==> src/sv/assert_macros.svh <==
// Assertion macros used by the RTL controller.
`ifndef ASSERT_MACROS_SVH
`define ASSERT_MACROS_SVH

// Same-cycle implication under async reset.
`define ASSERT_IMP(label, clk, rst_n, ante, cons, msg) \
  label: assert property (@(posedge clk) disable iff (!rst_n) (ante) |-> (cons)) \
    else $error(msg);

// Next-cycle implication under async reset.
`define ASSERT_NXT(label, clk, rst_n, ante, cons, msg) \
  label: assert property (@(posedge clk) disable iff (!rst_n) (ante) |=> (cons)) \
    else $error(msg);

`endif

==> src/sv/plbt_pkg.sv <==
// Types and constants of the price level book.
package plbt_pkg;
  localparam int unsigned PriceLevels = 64;
  localparam int unsigned PriceW = 20;
  localparam int unsigned UnitsW = 32;
  localparam int unsigned QtyW = 20;
  localparam int unsigned AmtW = 40;
  localparam int unsigned CostW = 41;
  localparam int unsigned EntryW = PriceW + UnitsW;

  typedef enum logic [1:0] {
    StArriveStored = 2'd0,
    StArriveDropped = 2'd1,
    StBuyServed = 2'd2,
    StBuyRefused = 2'd3
  } status_e;

  typedef enum logic {
    OpArrive = 1'b0,
    OpBuy = 1'b1
  } op_e;

  typedef enum logic [3:0] {
    S_IDLE, S_A_RD, S_A_CMP, S_A_NEW, S_A_SH, S_A_SHW,
    S_B_RD, S_B_MUL, S_B_ACC, S_C_RD, S_C_CHK, S_K_START, S_K_RD, S_K_WR, S_DONE
  } state_e;
endpackage

==> src/sv/plbt_mem.sv <==
// Level table memory: one write port, one registered read port.
module plbt_mem #(
  parameter int unsigned Depth = plbt_pkg::PriceLevels,
  parameter int unsigned AddrW = $clog2(Depth)
) (
  input  logic                      clk_i,
  input  logic                      we_i,
  input  logic [AddrW-1:0]          waddr_i,
  input  logic [plbt_pkg::EntryW-1:0] wdata_i,
  input  logic [AddrW-1:0]          raddr_i,
  output logic [plbt_pkg::EntryW-1:0] rdata_o
);
  import plbt_pkg::*;

  logic [EntryW-1:0] mem [Depth];
  logic [EntryW-1:0] rdata_q;

  always_ff @(posedge clk_i) begin
    if (we_i) mem[waddr_i] <= wdata_i;
    rdata_q <= mem[raddr_i];
  end

  assign rdata_o = rdata_q;
endmodule

==> config.mk <==
export PLATFORM = sky130hd
export DESIGN_NAME = plbt_mem
export DESIGN_NICKNAME = d
export VERILOG_FILES = /design/src/sv/assert_macros.svh /design/src/sv/plbt_pkg.sv /design/src/sv/plbt_mem.sv
export SDC_FILE = /design/constraint.sdc
export NUM_CORES = 2
export LEC_CHECK = 0
export ABC_AREA = 1
export BUFFER_PORTS_ARGS = -buffer_cell sky130_fd_sc_hd__buf_2
export CORE_AREA = 10 10 631 633
export CTS_CLUSTER_SIZE = 10
export DETAILED_ROUTE_END_ITERATION = 16
export DIE_AREA = 0 0 641 643
export SKIP_CTS_REPAIR_TIMING = 1
export SYNTH_ARGS = -nofsm -noshare
export SYNTH_HDL_FRONTEND = slang
export SYNTH_SLANG_ARGS = --single-unit
==> constraint.sdc <==
create_clock -name clk_i -period 5.8 [get_ports clk_i]
set_input_delay 0.29 -clock clk_i [delete_from_list [all_inputs] [get_ports clk_i]]
set_output_delay 0.29 -clock clk_i [all_outputs]
set_load 0.05 [all_outputs]
==> results.py <==
metrics = {
    "run_status": {
        "status": "completed",
    },
    "power": {
        "powerDensity_nw_per_um2": 344,
        "p_leak_nw": 52.5,
        "switching_share_pct": 22.8,
        "clock_power_share_pct": 41.9,
        "total_power_mw": 52.2,
        "seq_power_share_pct": 52.1,
        "switchingPower_mw": 11.9,
        "ir_drop_mv": 0.258,
        "p_int_mw": 40.3,
        "comb_power_share_pct": 6.1,
    },
    "routing": {
        "drc": 0,
        "dr.pass1.iters": 8,
        "wire_per_inst_um": 26.0,
        "drt-initial-drc-count": 11700,
        "ant_nets": 0,
        "vias": 88800,
        "viasPerCell": 5.45,
        "wl_mm": 423,
    },
    "sta": {
        "final.min_clock_period_ps": 2660,
        "setup_viol": 0,
        "rsz0062_at_grt": "no",
        "slew_viol_final": 0,
        "whs_ps": 27.7,
        "final_hold_viol_count": 0,
        "fmax_mhz": 377,
        "slew_headroom_pct": 11.0,
        "fin_skew_ps": 82.0,
        "period_share_pct": 45.8,
        "setup_tns_ps": 0,
        "worstMarginPinSlew_ps": 1330,
    },
    "yosys": {
        "synth_cell_type_count": 16,
        "synth_top_family_by_area": "simple AND/OR/NAND/NOR gates",
        "synthXorXnorAreaFrac_pct": 0,
        "synth_cells": 10900,
        "synth_fa_ha_area_share_pct": 0,
        "synthMuxAreaShare_pct": 0,
        "synth_compound_area_share_pct": 0,
        "syn_area_per_cell_um2": 12.3,
        "yosysSeqAreaShare_pct": 75.2,
        "ys_warn_count": 0,
        "yosys.area_share.simple_pct": 22.0,
        "ys_ff_latch": 3380,
        "netlist_area_um2": 134000,
        "syn-num-nets": 11000,
    },
    "job": {
        "drv_cap": 0,
    },
    "grt": {
        "grtUsageMet2_pct": 30.9,
        "gr-total-overflow": 0,
        "busiest_layer": "met2",
        "grt_use_met1_pct": 27.9,
        "grt.total_usage_pct": 19.7,
        "grt_util_met3_pct": 3.05,
        "grt_pass1_vias": 82700,
        "grt_max_degree": 194,
        "antenna_found_initial": 45,
        "grt_pass1_wl_mm": 605,
    },
    "critical_path": {
        "worstReg2RegStart": "mem[59][0]",
        "critical_path.max_stage_delay_ps": 1040,
        "worstPathCellList": "buf_2 > inv_1 > nand4_1 > nor2_4 > buf_4",
        "worstRegToRegCells": 8,
        "crit_family": "simple AND/OR/NAND/NOR gates",
        "critPathArrivalTime_ps": 3160,
        "path_depth": 5,
        "crit-reg2reg-capture": "rdata_o[0]",
        "cp_max_fo": 22,
        "critPathKind": "primary input to flop",
        "end_kind": "flop",
        "cp-start-kind": "primary input",
        "critPathSlowestCell": "nor2_4",
        "r2r_slack_ps": 4000,
        "worst-path-buf-inv": 3,
        "critical_path_required_ps": 6300,
    },
    "floorplan": {
        "rows": 228,
        "die_area_um2": 412000,
        "ios": 118,
        "core_region_area_um2": 385000,
        "die_w_um": 641,
        "initial_core_util_pct": 34.9,
        "die_h_um": 643,
    },
    "layout": {
        "drive_gt1_share_pct": 7.63,
        "postLayoutCoreUtil_pct": 39.4,
        "area_growth_pct": 13.0,
        "final_cell_mix": "nand2_1, edfxtp_1, nand3_1",
        "fill_cells": 35900,
        "nNetsFinal": 11000,
        "mostFrequentLayoutCell": "nand2_1",
    },
    "clocking": {
        "htree_levels": 5,
        "cts_tree": "done",
        "insertion_delay_ps": 930,
        "clk_pin_slew_ps": 60,
        "root_buffer": "clkbuf_16",
        "cts_sinks": 3380,
        "cts_made_buffers": 385,
        "clockBufferDepth": 4,
    },
    "placed_design": {
        "io_buffer_count": 117,
        "dp_hpwl_mm": 220,
        "place_congestion": 0.799,
    },
    "hold_path": {
        "min_path_type": "primary input to flop",
        "whs_path_depth": 4,
        "whs_endpoint": "rdata_o[13]",
        "hp-start": "raddr_i[4]",
    },
}
[worst max path at each step]
stage | startpoint | endpoint | slack [ps]
floorplan | we_i | mem[48][0] | -590
global placement | waddr_i[1] | mem[41][42] | 2360
detailed placement | waddr_i[0] | mem[44][10] | 2310
CTS | waddr_i[2] | mem[59][29] | 3270
global route | raddr_i[0] | rdata_o[44] | 3150
finish | waddr_i[1] | mem[41][16] | 3140
[layer usage]
| metal | up-vias | part of all wire [%] | wire [um] |
|---|---|---|---|
| met4 | 8 | 3.8 | 16000 |
| li1 | 39100 | - | - |
| met5 | - | 0.016 | 66 |
| met2 | 4744 | 46 | 194000 |
| met3 | 835 | 9.4 | 39800 |
| met1 | 44200 | 41 | 173000 |
[through the flow]
| step | std cells | setup WS, ps | cell area (um^2) |
|---|---|---|---|
| floorplan | 10900 | -590 | 134000 |
| global placement | 15600 | 2360 | 141000 |
| detailed placement | 15600 | 2310 | 141000 |
| CTS | 16300 | 3270 | 152000 |
| global route | 16300 | 3150 | 152000 |
| finish | 16300 | 3140 | 152000 |
[worst register-to-register path, stage by stage, from the launching register on]
cell and delay, ps:
edfxtp_1 360, nand2_1 70, nand3_1 120, nand3_1 120
nand3_1 80, nand3_1 130, nand2_1 100, nand2_1 70
nand2_1 430
[logic make-up after synthesis]
logic type | count (synthesis)
DFF | 3380
and+or+nand+nor | 6823
buffers and inverters | 741
[Yosys cell counts]
master	n	area, um^2
nor2_1	56	210
clkinv_1	1	3.75
edfxtp_1	3328	99900
buf_2	427	2140
buf_6	11	124
buf_4	99	743
nand2_1	3658	13700
nand4_1	9	56.3
nor4_1	8	50.1
clkbuf_1	144	541
inv_1	7	26.3
inv_4	1	6.26
dfxtp_1	52	1040
buf_1	48	180
nand3_1	3092	15500
inv_2	3	11.3
[layout make-up]
class | count | area (um^2) | share of cell area [%]
timing repair buffer | 375 | 3330 | 2.20
sequential | 3380 | 101000 | 66.6
clock inverter | 19 | 273 | 0.180
inverter | 12 | 93.8 | 0.0619
antenna | 20 | 50.0 | 0.0330
clock buffer | 610 | 10700 | 7.02
tap | 5060 | 6330 | 4.17
multi-input combinational | 6823 | 30000 | 19.8
[flip-flops by register name, summed over array words and instances (netlist names)]
register / count
rdata_o: 52
mem: 3328
[power by group through the flow]
stage          combinational [mW]  sequential, mW  clock (mW)
6_report                     3.17            27.2        21.9
5_1_grt                      3.43            27.2        23.1
4_1_cts                      3.15            27.2        22.1
3_5_place_dp                 3.15            27.7           0
3_3_place_gp                 3.13            27.7           0
2_1_floorplan                1.66            27.8           0
Power figures use the tool's default switching activity.
