==> src/sv/assert_macros.svh <==
// Assertion macros used by the RTL controller.
`ifndef ASSERT_MACROS_SVH
`define ASSERT_MACROS_SVH

// Same-cycle implication under async reset.
`define ASSERT_IMP(label, clk, rst_n, ante, cons, msg) \
  label: assert property (@(posedge clk) disable iff (!rst_n) (ante) |-> (cons)) \
    else $error(msg);

// Next-cycle implication under async reset.
`define ASSERT_NXT(label, clk, rst_n, ante, cons, msg) \
  label: assert property (@(posedge clk) disable iff (!rst_n) (ante) |=> (cons)) \
    else $error(msg);

`endif

==> src/sv/plbt_pkg.sv <==
// Types and constants of the price level book.
package plbt_pkg;
  localparam int unsigned PriceLevels = 64;
  localparam int unsigned PriceW = 20;
  localparam int unsigned UnitsW = 32;
  localparam int unsigned QtyW = 20;
  localparam int unsigned AmtW = 40;
  localparam int unsigned CostW = 41;
  localparam int unsigned EntryW = PriceW + UnitsW;

  typedef enum logic [1:0] {
    StArriveStored = 2'd0,
    StArriveDropped = 2'd1,
    StBuyServed = 2'd2,
    StBuyRefused = 2'd3
  } status_e;

  typedef enum logic {
    OpArrive = 1'b0,
    OpBuy = 1'b1
  } op_e;

  typedef enum logic [3:0] {
    S_IDLE, S_A_RD, S_A_CMP, S_A_NEW, S_A_SH, S_A_SHW,
    S_B_RD, S_B_MUL, S_B_ACC, S_C_RD, S_C_CHK, S_K_START, S_K_RD, S_K_WR, S_DONE
  } state_e;
endpackage

==> src/sv/plbt_ctrl.sv <==
// Sequencer and shared datapath: scan, insert shift, buy check, commit, compaction.
`include "assert_macros.svh"
module plbt_ctrl #(
  parameter int unsigned Depth = plbt_pkg::PriceLevels,
  parameter int unsigned AddrW = $clog2(Depth),
  parameter int unsigned CntW = $clog2(Depth + 1)
) (
  input  logic                        clk_i,
  input  logic                        rst_ni,
  input  logic                        in_valid_i,
  output logic                        in_ready_o,
  input  logic                        operation_i,
  input  logic [plbt_pkg::QtyW-1:0]   quantity_i,
  input  logic [plbt_pkg::AmtW-1:0]   amount_i,
  output logic                        out_valid_o,
  input  logic                        out_ready_i,
  output logic [1:0]                  status_o,
  output logic                        we_o,
  output logic [AddrW-1:0]            waddr_o,
  output logic [plbt_pkg::EntryW-1:0] wdata_o,
  output logic [AddrW-1:0]            raddr_o,
  input  logic [plbt_pkg::EntryW-1:0] rdata_i
);
  import plbt_pkg::*;

  localparam logic [CntW-1:0] DepthC = CntW'(Depth);
  localparam logic [CntW-1:0] OneC = CntW'(1);

  state_e state_q, state_d;
  logic [CntW-1:0] cnt_q, cnt_d, idx_q, idx_d, ptr_q, ptr_d;
  logic [QtyW-1:0] qty_q, qty_d, left_q, left_d;
  logic [AmtW-1:0] amt_q, amt_d;
  logic [CostW-1:0] cost_q, cost_d;
  logic [2*QtyW-1:0] prod_q, prod_d;
  logic out_valid_q, out_valid_d;
  status_e status_q, status_d, fin_d;
  status_e out_status_q, out_status_d;
  logic fin;

  logic [PriceW-1:0] rprice;
  logic [UnitsW-1:0] runits, left_w;
  logic [UnitsW:0] sum;
  logic [QtyW-1:0] take;

  assign rprice = rdata_i[EntryW-1:UnitsW];
  assign runits = rdata_i[UnitsW-1:0];
  assign left_w = {{(UnitsW-QtyW){1'b0}}, left_q};
  assign sum = {1'b0, runits} + {{(UnitsW+1-QtyW){1'b0}}, qty_q};
  assign take = (runits < left_w) ? runits[QtyW-1:0] : left_q;

  always_ff @(posedge clk_i or negedge rst_ni) begin
    if (!rst_ni) begin
      state_q <= S_IDLE;
      cnt_q <= '0;
      out_valid_q <= 1'b0;
    end else begin
      state_q <= state_d;
      cnt_q <= cnt_d;
      out_valid_q <= out_valid_d;
    end
  end

  always_ff @(posedge clk_i) begin
    idx_q <= idx_d;
    ptr_q <= ptr_d;
    qty_q <= qty_d;
    amt_q <= amt_d;
    left_q <= left_d;
    cost_q <= cost_d;
    prod_q <= prod_d;
    status_q <= status_d;
    out_status_q <= out_status_d;
  end

  always_comb begin
    state_d = state_q;
    cnt_d = cnt_q;
    idx_d = idx_q;
    ptr_d = ptr_q;
    qty_d = qty_q;
    amt_d = amt_q;
    left_d = left_q;
    cost_d = cost_q;
    prod_d = prod_q;
    status_d = status_q;
    out_status_d = out_status_q;
    out_valid_d = out_valid_q && !out_ready_i;
    fin = 1'b0;
    fin_d = StArriveStored;
    we_o = 1'b0;
    waddr_o = idx_q[AddrW-1:0];
    wdata_o = rdata_i;
    raddr_o = idx_q[AddrW-1:0];
    in_ready_o = (state_q == S_IDLE);
    case (state_q)
      S_IDLE: begin
        if (in_valid_i) begin
          qty_d = quantity_i;
          amt_d = amount_i;
          left_d = quantity_i;
          cost_d = '0;
          idx_d = '0;
          if (operation_i == OpBuy) state_d = S_B_RD;
          else if (quantity_i == '0) begin
            fin = 1'b1;
            fin_d = StArriveStored;
          end else if (amount_i[AmtW-1:PriceW] != '0) begin
            fin = 1'b1;
            fin_d = StArriveDropped;
          end else state_d = S_A_RD;
        end
      end
      S_A_RD: state_d = (idx_q == cnt_q) ? S_A_NEW : S_A_CMP;
      S_A_CMP: begin
        if (rprice < amt_q[PriceW-1:0]) begin
          idx_d = idx_q + OneC;
          state_d = S_A_RD;
        end else if (rprice == amt_q[PriceW-1:0]) begin
          fin = 1'b1;
          if (sum[UnitsW]) fin_d = StArriveDropped;
          else begin
            we_o = 1'b1;
            wdata_o = {rprice, sum[UnitsW-1:0]};
            fin_d = StArriveStored;
          end
        end else state_d = S_A_NEW;
      end
      S_A_NEW: begin
        if (cnt_q == DepthC) begin
          fin = 1'b1;
          fin_d = StArriveDropped;
        end else begin
          ptr_d = cnt_q;
          state_d = S_A_SH;
        end
      end
      S_A_SH: begin
        // Shift from the top down, then drop the new level in place.
        raddr_o = AddrW'(ptr_q - OneC);
        if (ptr_q == idx_q) begin
          we_o = 1'b1;
          wdata_o = {amt_q[PriceW-1:0], {(UnitsW-QtyW){1'b0}}, qty_q};
          cnt_d = cnt_q + OneC;
          fin = 1'b1;
          fin_d = StArriveStored;
        end else state_d = S_A_SHW;
      end
      S_A_SHW: begin
        we_o = 1'b1;
        waddr_o = ptr_q[AddrW-1:0];
        ptr_d = ptr_q - OneC;
        state_d = S_A_SH;
      end
      S_B_RD: begin
        if (idx_q == cnt_q || left_q == '0) begin
          if (left_q != '0 || cost_q > {1'b0, amt_q}) begin
            fin = 1'b1;
            fin_d = StBuyRefused;
          end else begin
            left_d = qty_q;
            idx_d = '0;
            state_d = S_C_RD;
          end
        end else state_d = S_B_MUL;
      end
      S_B_MUL: begin
        prod_d = take * rprice;
        left_d = left_q - take;
        idx_d = idx_q + OneC;
        state_d = S_B_ACC;
      end
      S_B_ACC: begin
        cost_d = cost_q + {1'b0, prod_q};
        state_d = S_B_RD;
      end
      S_C_RD: state_d = (idx_q == cnt_q) ? S_K_START : S_C_CHK;
      S_C_CHK: begin
        if (left_w >= runits) begin
          left_d = left_q - runits[QtyW-1:0];
          idx_d = idx_q + OneC;
          state_d = S_C_RD;
        end else begin
          if (left_q != '0) begin
            we_o = 1'b1;
            wdata_o = {rprice, runits - left_w};
          end
          state_d = S_K_START;
        end
      end
      S_K_START: begin
        ptr_d = idx_q;
        if (idx_q == '0) begin
          fin = 1'b1;
          fin_d = StBuyServed;
        end else state_d = S_K_RD;
      end
      S_K_RD: begin
        raddr_o = ptr_q[AddrW-1:0];
        if (ptr_q == cnt_q) begin
          cnt_d = cnt_q - idx_q;
          fin = 1'b1;
          fin_d = StBuyServed;
        end else state_d = S_K_WR;
      end
      S_K_WR: begin
        we_o = 1'b1;
        waddr_o = AddrW'(ptr_q - idx_q);
        ptr_d = ptr_q + OneC;
        state_d = S_K_RD;
      end
      S_DONE: begin
        // Hand the status to the output register once it is free.
        if (!out_valid_q || out_ready_i) begin
          out_valid_d = 1'b1;
          out_status_d = status_q;
          state_d = S_IDLE;
        end
      end
      default: state_d = S_IDLE;
    endcase
    if (fin) begin
      status_d = fin_d;
      state_d = S_DONE;
    end
  end

  assign out_valid_o = out_valid_q;
  assign status_o = out_status_q;

  `ASSERT_IMP(a_cnt_bound, clk_i, rst_ni, 1'b1, cnt_q <= DepthC, "level count past depth")
  `ASSERT_NXT(a_accept_busy, clk_i, rst_ni, in_valid_i && in_ready_o, state_q != S_IDLE,
              "accepted request did not start")
  `ASSERT_IMP(a_we_state, clk_i, rst_ni, we_o,
              state_q == S_A_CMP || state_q == S_A_SH || state_q == S_A_SHW ||
              state_q == S_C_CHK || state_q == S_K_WR, "table write outside a write step")
endmodule

==> config.mk <==
export PLATFORM = sky130hd
export DESIGN_NAME = plbt_ctrl
export DESIGN_NICKNAME = d
export VERILOG_FILES = /design/src/sv/plbt_pkg.sv /design/src/sv/plbt_ctrl.sv
export VERILOG_INCLUDE_DIRS = /design/src /design/src/sv
export SDC_FILE = /design/constraint.sdc
export NUM_CORES = 2
export LEC_CHECK = 0
export ABC_CLOCK_PERIOD_IN_PS = 14540
export BUFFER_PORTS_ARGS = -buffer_cell sky130_fd_sc_hd__buf_2
export CAP_MARGIN = 20
export CELL_PAD_IN_SITES_DETAIL_PLACEMENT = 0
export CELL_PAD_IN_SITES_GLOBAL_PLACEMENT = 1
export CORE_UTILIZATION = 53
export DETAILED_ROUTE_END_ITERATION = 10
export PLACE_DENSITY = 0.93
export SLEW_MARGIN = 20
export SYNTH_ARGS = -nofsm -noshare
export SYNTH_HDL_FRONTEND = slang
export SYNTH_SLANG_ARGS = --single-unit
==> constraint.sdc <==
create_clock -name clk_i -period 14.54 [get_ports clk_i]
set_clock_uncertainty 0.05 [all_clocks]
set_input_delay 2.181 -clock clk_i [delete_from_list [all_inputs] [get_ports clk_i]]
set_output_delay 2.181 -clock clk_i [all_outputs]
set_load 0.005 [all_outputs]
==> out/qor.yml <==
cells_and_area:
  nFillCells: 5019
  multiInputGateArea_mm2: 0.0218
  layout_commonest_cell: "inv_1"
  final_area_mm2: 0.0319
  mostFrequentLayoutCells: "456 x inv_1, 350 x nand2_1, 326 x fa_1, 326 x ha_1, 232 x and2_1"
  fin_nets: 4197
  drive_above_1_share: 0.0849
  seqCellArea_mm2: 0.00568
  syn2layout_area_growth_pct: 7.20
critical_path:
  reg2reg_depth: 37
  crit_slowest_cell: "o21ai_1"
  r2r_start: "left_q[4]"
  cp_data_required_time_ps: 14850
  cp-end-kind: "register"
  worst_r2r_endpoint: "prod_q[39]"
  start_kind: "primary input"
  worstPathMaxFanout: 42
  critPathMaxStageDelay_ps: 580
  worstSetupPathType: "primary input to register"
  r2r_slack_ps: 4180
  critPathArrivalTime_ps: 12090
grt:
  grt_pass1_vias: 24000
  grt_max_degree: 43
  grt_pass1_wl_um: 133000
  gr-total-overflow: 0
  track_usage: 0.303
  antenna_found_initial: 3
detailed_routing:
  wire_per_inst_um: 20.2
  dr.pass1.iters: 7
  finalWirelength_um: 84800
  drc: 0
  detail-route-antenna-nets: 0
  vias_per_cell: 5.89
  vias: 24700
  drt_iter0_markers: 2359
min_path:
  min_from: "status_q[0]"
  whs_path_depth: 0
  whs_endpoint: "status_o[0]"
  hold_path.class: "register to register"
yosys:
  synth_area_per_cell_um2: 8.92
  synth_area_mm2: 0.0298
  ys_ff_latch: 191
  synth_top_flop_cell: "edfxtp_1"
  netlist_instances: 3337
  synth_seq_area_share: 0.191
  synth_edf_count: 179
  ys_types: 91
  syn-num-nets: 4106
  async_reset_ff_frac: 0.0628
  yosysWarnings: 0
placed_design:
  dp.final_hpwl_um: 66800
  gp_congestion: 0.925
  place_area_mm2: 0.0313
  numPortBuffers: 185
floorplan:
  die_w_um: 239
  rows: 86
  die_y_um: 239
  ios: 186
  start_util: 0.538
  dieArea_mm2: 0.0571
  core_mm2: 0.0553
clocking:
  cts_resized: 0
  cts_buffer_depth: 2
  cts_sinks: 191
  clkTransAtPathRegs_ps: 70
  cts_setup_buffers: 0
  cts_made_buffers: 17
  htree_levels: 4
  cts_tree: "yes"
  holdBufCountCts: 0
  insertion_delay_ps: 500
  cts-root-buf: "clkbuf_16"
sta:
  tightest_slew_ps: 1180
  finalMaxSlewViolations: 0
  hold_violations: 0
  period_share: 0.810
  tns_ps: 0
  whs_ps: 379
  min_period_ps: 11780
  setup_viol: 0
  slew_headroom: 0.215
  fmaxAchievable_ghz: 0.0849
  rsz0062_at_grt: "no"
run_status:
  outcome: "finished, final reports clean"
flow_run:
  timing.max_cap.violations: 0
cell families (layout without fill, tap and decap cells):
group,Yosys count,in the layout,synth area share
AOI/OAI and AO/OA,684,684,0.150
xor gates and xnor gates,154,154,0.0453
adders and majority gates,652,652,0.356
buffers and inverters,603,707,0.0773
DFF,191,191,0.191
muxes,24,24,0.00811
other,0,1,0
and+or+nand+nor,1029,1029,0.172
layer usage:
metal / track usage / routed length, um / vias to the layer above
li1: - / - / 11500
met4: 0.0736 / 1550 / 10
met2: 0.464 / 37100 / 1101
met3: 0.0747 / 8530 / 123
met1: 0.429 / 37600 / 11900
met5: 0 / 69 / -
cell usage after synthesis, drive strengths merged (20+ instances only):
cell,number,area [um2]
a211oi,22,183
a21o,80,601
a21oi,175,880
a221o,20,200
a22oi,23,173
and2,232,1450
buf,21,118
clkbuf,125,469
edfxtp,179,5380
fa,326,6530
ha,326,4080
inv,457,1720
mux2i,23,230
nand2,352,1320
nand2b,33,206
nand3,55,275
nand4,31,194
nor2,164,618
nor2b,25,156
nor3,37,190
nor4,34,234
o21ai,180,901
xnor2,89,780
xor2,65,569
flip-flops by register name (all words and copies together), names as in the netlist:
| signal | count |
|---|---|
| amt_q | 40 |
| cnt_q | 7 |
| cost_q | 41 |
| idx_q | 7 |
| left_q | 20 |
| out_valid_o | 1 |
| prod_q | 40 |
| ptr_q | 7 |
| qty_q | 20 |
| state_q | 4 |
| status_o | 2 |
| status_q | 2 |
worst max path at each step:
stage	from	to	slack, ps	cells past startpoint
5_1_grt	rdata_i[0]	prod_q[39]	2170	40
4_1_cts	rdata_i[0]	prod_q[39]	2810	40
6_report	rdata_i[0]	prod_q[39]	2760	40
3_5_place_dp	rdata_i[0]	prod_q[39]	2300	40
3_3_place_gp	rdata_i[0]	prod_q[39]	2560	40
2_1_floorplan	rdata_i[0]	prod_q[39]	3760	39
area by class of cell:
cell class,instances,share of cell area
multi-input cells,2543,0.684
flip-flops and latches,191,0.178
inverters,457,0.0538
repair buffers,218,0.0368
well taps,748,0.0293
clock buffers,19,0.0136
clock inverters,13,0.00467
diodes,1,0.0000784
worst max-delay path, delay by kind of cell:
family / cells / cell delay, ps
compound gates: 15 / 3870
simple gates: 5 / 660
fa+ha+maj: 10 / 4370
buf+inv: 10 / 950
stage by stage:
stage / utilization / instances / setup WS, ps
after detailed placement: 0.566 / 4157 / 2300
after floorplan: - / 3337 / 3760
after global routing: 0.577 / 4190 / 2170
final: 0.577 / 4190 / 2760
after CTS: 0.577 / 4189 / 2810
after global placement: 0.566 / 4157 / 2560
Power is not shown: default switching activity piles up to over one toggle a cycle in this logic, so the estimate is an artifact.
